--- src/rtl/core/cpu16_pkg.sv ---
// Shared types and constants for the cpu16 instruction step block.
`timescale 1ns / 1ps
package cpu16_pkg;

  localparam int unsigned STACK_DEPTH = 256;
  localparam int unsigned STACK_AW    = $clog2(STACK_DEPTH);
  localparam int unsigned STACK_CW    = $clog2(STACK_DEPTH + 1);

  localparam logic [31:0] ADDR_LIMIT  = 32'h07FF_FFFF;
  localparam logic [31:0] RET_MASK    = 32'h07FF_FFFF;

  typedef enum logic [3:0] {
    OP_WIN   = 4'd0,
    OP_ADD   = 4'd1,
    OP_SUB   = 4'd2,
    OP_AND   = 4'd3,
    OP_OR    = 4'd4,
    OP_NOT   = 4'd5,
    OP_XOR   = 4'd6,
    OP_SHL   = 4'd7,
    OP_SHR   = 4'd8,
    OP_LOAD  = 4'd9,
    OP_STORE = 4'd10,
    OP_JTGT  = 4'd11,
    OP_JUMP  = 4'd12,
    OP_CALL  = 4'd13,
    OP_RET   = 4'd14,
    OP_BAD   = 4'd15
  } opcode_e;

  typedef enum logic [2:0] {
    PH_IDLE  = 3'd0,
    PH_INSTR = 3'd1,
    PH_X     = 3'd2,
    PH_Y     = 3'd3,
    PH_LOAD  = 3'd4
  } phase_e;

  typedef enum logic [2:0] {
    ST_OK        = 3'd0,
    ST_BAD_ADDR  = 3'd1,
    ST_OVERFLOW  = 3'd2,
    ST_UNDERFLOW = 3'd3,
    ST_BAD_COND  = 3'd4,
    ST_BAD_OP    = 3'd5,
    ST_STRAY_RET = 3'd6
  } status_e;

  typedef enum logic [1:0] {
    BUS_NONE  = 2'd0,
    BUS_READ  = 2'd1,
    BUS_WRITE = 2'd2
  } bus_op_e;

  typedef enum logic [3:0] {
    CC_NEVER = 4'd0,
    CC_SLT   = 4'd1,
    CC_SEQ   = 4'd2,
    CC_SLE   = 4'd3,
    CC_SGT   = 4'd4,
    CC_SNE   = 4'd5,
    CC_SGE   = 4'd6,
    CC_ALWAYS= 4'd7,
    CC_ULT   = 4'd8,
    CC_UEQ   = 4'd9,
    CC_ULE   = 4'd10,
    CC_UGT   = 4'd11,
    CC_UNE   = 4'd12,
    CC_UGE   = 4'd13,
    CC_BAD0  = 4'd14,
    CC_BAD1  = 4'd15
  } cond_e;

  typedef struct packed {
    logic [15:0] res;
    logic        carry;
    logic        carry_we;
  } alu_out_t;

endpackage

--- src/rtl/core/cpu16_alu.sv ---
// Arithmetic, logic, shift and rotate unit of the cpu16 core.
`timescale 1ns / 1ps
module cpu16_alu import cpu16_pkg::*; (
  input  logic [3:0]  op_i,
  input  logic        m_i,
  input  logic [15:0] x_i,
  input  logic [15:0] y_i,
  input  logic        carry_i,
  output alu_out_t    alu_o
);
  logic [16:0] sum;
  logic [16:0] sub_t;
  logic [31:0] dbl;
  logic [31:0] shl_w;
  logic [3:0]  sh;

  always_comb begin
    sh    = y_i[3:0];
    dbl   = {x_i, x_i};
    shl_w = {16'h0, x_i} << sh;
    sum   = {1'b0, x_i} + {1'b0, y_i};
    sub_t = {1'b0, y_i} + {16'h0, m_i & carry_i};
    alu_o = '0;
    case (opcode_e'(op_i))
      OP_ADD: begin
        alu_o.res      = sum[15:0] + {15'h0, m_i & carry_i};
        alu_o.carry    = sum[16];
        alu_o.carry_we = 1'b1;
      end
      OP_SUB: begin
        // true borrow of x - (y + carry), with carry added only when m is set
        alu_o.res      = x_i - sub_t[15:0];
        alu_o.carry    = {1'b0, x_i} < sub_t;
        alu_o.carry_we = 1'b1;
      end
      OP_AND: alu_o.res = x_i & (m_i ? ~y_i : y_i);
      OP_OR:  alu_o.res = x_i | (m_i ? ~y_i : y_i);
      OP_XOR: alu_o.res = x_i ^ (m_i ? ~y_i : y_i);
      OP_NOT: alu_o.res = ~x_i + {15'h0, m_i};
      OP_SHL: begin
        if (m_i) begin
          alu_o.res = 16'((dbl << sh) >> 16);
        end else begin
          alu_o.res      = shl_w[15:0];
          alu_o.carry    = shl_w[16];
          alu_o.carry_we = 1'b1;
        end
      end
      OP_SHR: begin
        if (m_i) begin
          alu_o.res = 16'(dbl >> sh);
        end else begin
          alu_o.res      = x_i >> sh;
          alu_o.carry    = x_i[0];
          alu_o.carry_we = 1'b1;
        end
      end
      default: alu_o = '0;
    endcase
  end
endmodule

--- config.mk ---
export PLATFORM = sky130hd
export DESIGN_NAME = cpu16_alu
export DESIGN_NICKNAME = d
export VERILOG_FILES = /design/src/rtl/core/cpu16_pkg.sv /design/src/rtl/core/cpu16_alu.sv
export SDC_FILE = /design/constraint.sdc
export NUM_CORES = 1
export LEC_CHECK = 0
export ABC_AREA = 1
export ABC_CLOCK_PERIOD_IN_PS = 9000
export BUFFER_PORTS_ARGS = -buffer_cell sky130_fd_sc_hd__buf_2
export CAP_MARGIN = 20
export CELL_PAD_IN_SITES_DETAIL_PLACEMENT = 2
export CELL_PAD_IN_SITES_GLOBAL_PLACEMENT = 2
export CORE_ASPECT_RATIO = 2
export CORE_MARGIN = 5
export CORE_UTILIZATION = 34
export DETAILED_ROUTE_END_ITERATION = 8
export GPL_ROUTABILITY_DRIVEN = 0
export PLACE_DENSITY_LB_ADDON = 0.1
export SYNTH_ARGS = -nofsm -noshare
export SYNTH_HDL_FRONTEND = slang
export SYNTH_SLANG_ARGS = --single-unit
--- constraint.sdc ---
create_clock -name vclk -period 9
set_clock_uncertainty 0.05 [all_clocks]
set_input_delay 0.9 -clock vclk [all_inputs]
set_output_delay 0.9 -clock vclk [all_outputs]
set_load 0.1 [all_outputs]
==> metrics.txt <==
Clock Power Share 0; met1 wire length roughly 10 mm; Routed WL 30.2 mm; Slowest-stage cell, CP buf_2; Max-cap violations 0; Avg Vias per Cell between 5 and 6; Crit Path Max Fanout between 40 and 50; core area 0.0172 mm2; Nets about 1300; Resized cells post-CTS 0; cts hold-fix bufs 0; routed vias ~7800; setup bufs post-CTS 0; WP data required a little over 8000 ps; yosys warns 0; final count of negative-setup-slack endpoints 0; top-area cell type share of the netlist area 0.237; PortBufs between 50 and 60; vias in the first global route 8585; Top Layer Used met4; mux contribution to synthesized area 0.00509; Startpoint Class input pin; final non-filler cell total approximately 1400; post-layout minimum cycle time roughly 5800 ps; hold_sp y_i[15]; DR WL/cell about 22 um; sequential cells 0; power share of the combinational group 1.000; CP Capture Type primary output; Max transition margin 0.434; Simple-Gate Fraction of Synth Area 0.497; DRT iter0 DRCs roughly 160; mapped cell area about 0.0059 mm2; worst path cell trace buf_2 -> ha_1 -> ha_1 -> nand3_1 -> nor3_2 -> nand3_1 -> nor3_2 -> nand3_1 -> xor2_1 -> ha_1 -> a21oi_1 -> o21ai_0 -> a21oi_1 -> nand2_1 -> nand2_1 -> nand2_1 -> nor2_1 -> nor2_1 -> nand2_1 -> buf_2; Starting Density 0.344; WS Path Type in2out; Worst Max-Slew Pin Slew roughly 850 ps; largest family of logic cells by synthesized area simple AND/OR/NAND/NOR gates; Post-DRT Antenna Nets 0; placed cells between 1000 and 1500; status finished, final reports clean; share of layout cells above drive strength 1 0.103; Mean Syn Cell Area between 5 and 6 um2; first-pass GRT wire length ~47 mm; Worst path most repeated cell nand2_1; worst vdd ir ~0.044 mV; Sw Share 0.744; diodes inserted 0; met2 wire len around 17 mm; register area share after synthesis 0; Final Core Density 0.368; DRT Pass-1 Iters 4; largest area contributor in the netlist nand2_1; fin crit share 0.639; Ports 56; Power Dens Cells ~72 mW/mm2; Post-Synth XOR/XNOR Area 0.0430; HPWL Detailed around 26 mm; WHS Endpoint alu_o[1]; Reg power frac 0; largest net degree at the start of global routing 50; Max stage delay on crit path ~640 ps; Die Ht roughly 200 um; overall power about 0.00046 W; Post-Route Setup TNS 0 ps; Post-Synthesis Cells approximately 1100; DP Area 0.00633 mm2; RSZ-0062 raised after global routing no; Lkg Pwr around 3.4 nW; clk_buf instances 0; Synth cell types 51; compound-cell area share of the yosys netlist 0.181; FP Rows 68; GRT Residual Overflow 0; ranking of synthesized cells by area nand2_1, ha_1, nand3_1; path category of the worst min-delay check in2out; Final Instance Area ~0.0063 mm2; Worst EP arrival 4800 ps; max-slew violation total from the final report 0; die area approximately 0.02 mm2; Switch Pwr roughly 0.00034 W; FF+latch area 0 um2; Fmax achieved around 170 MHz; die width a little over 100 um; Synth Area in Adders 0.161; cell-internal power between 0.0001 and 0.00015 W; initial antenna violation count 0; final count of hold timing violations 0; Layout area overhead 7.25%; DRC violations left 0; Met3 Wirelength 427 um; Syn Nets 1230; Cells on Worst Hold Path 6; total track usage 0.299
==> power by group through the flow <==
stage | Clock (W) | Combinational, W | Sequential [W]
floorplan | 0 | 0.000321 | 0
global placement | 0 | 0.000445 | 0
detailed placement | 0 | 0.000459 | 0
CTS | 0 | 0.000460 | 0
global route | 0 | 0.000501 | 0
finish | 0 | 0.000459 | 0
==> cell usage in the layout, fill, tap and decap left out, types with 6 or more instances in the layout <==
cell / synthesis / routed
nand3_1: 100 / 100
xor2_1: 11 / 11
a21oi_1: 55 / 55
nand3b_1: 7 / 7
nor2_2: 6 / 6
buf_4: 1 / 6
o21ai_0: 80 / 80
buf_2: 12 / 57
nand4_1: 16 / 16
o211ai_1: 12 / 12
o21ai_1: 12 / 12
or2_2: 6 / 6
a221oi_1: 7 / 7
ha_1: 73 / 73
nor3_1: 6 / 6
xnor2_1: 18 / 18
nand2_1: 373 / 373
nand2_2: 12 / 12
nor2_1: 95 / 95
nand3_2: 10 / 10
inv_1: 124 / 124
==> critical path, delay by kind of cell <==
family                     cells  cell delay [ps]
adders and majority gates      3              850
AOI/OAI and AO/OA              3              350
buffers and inverters          2             1060
and+or+nand+nor               11             1430
xor gates and xnor gates       1              170
==> final cells by class <==
cell class / instances / area (um2)
inverter: 133 / 499
tap: 210 / 263
fill: 2372 / 10900
multi-input combinational: 951 / 5240
timing repair buffer: 63 / 330
==> worst max-delay path by stage <==
stage	from	cells after the start	slack [ps]	to
2_1_floorplan	m_i	22	3700	alu_o[1]
5_1_grt	m_i	22	2850	alu_o[17]
6_report	y_i[0]	20	3250	alu_o[17]
4_1_cts	m_i	22	3260	alu_o[17]
3_3_place_gp	y_i[0]	20	3400	alu_o[17]
3_5_place_dp	y_i[0]	20	3260	alu_o[17]
==> cells in the mapped netlist, drive strengths merged, types with 3 or more instances <==
cell type	instances
nand2	388
inv	129
nand3	112
nor2	106
o21ai	93
ha	73
a21oi	55
buf	21
xnor2	18
nand4	16
clkbuf	12
o211ai	12
xor2	11
nor3	10
a221oi	7
nand3b	7
or2	7
o21a	5
and2	4
clkinv	4
o2111ai	4
a21o	3
mux2i	3
nor4	3
==> cell families (layout without fill, tap and decap cells) <==
family,count (synthesis),count (layout)
mux,3,3
fa+ha+maj,75,75
compound gates,189,189
xor+xnor,29,29
simple gates,655,655
buf+inv,166,196
==> metrics by stage <==
stage	hold slack, ps	worst slack (ps)
floorplan	2520	3700
global placement	2480	3400
detailed placement	2470	3260
CTS	2480	3260
global route	2520	2850
finish	2480	3250
==> metal layers <==
metal,vias to the layer above,global-route usage
li1,3724,-
met1,3858,0.274
met2,137,0.607
met3,99,0.0128
met4,0,0.182
met5,-,0
Power figures use the tool's default switching activity.
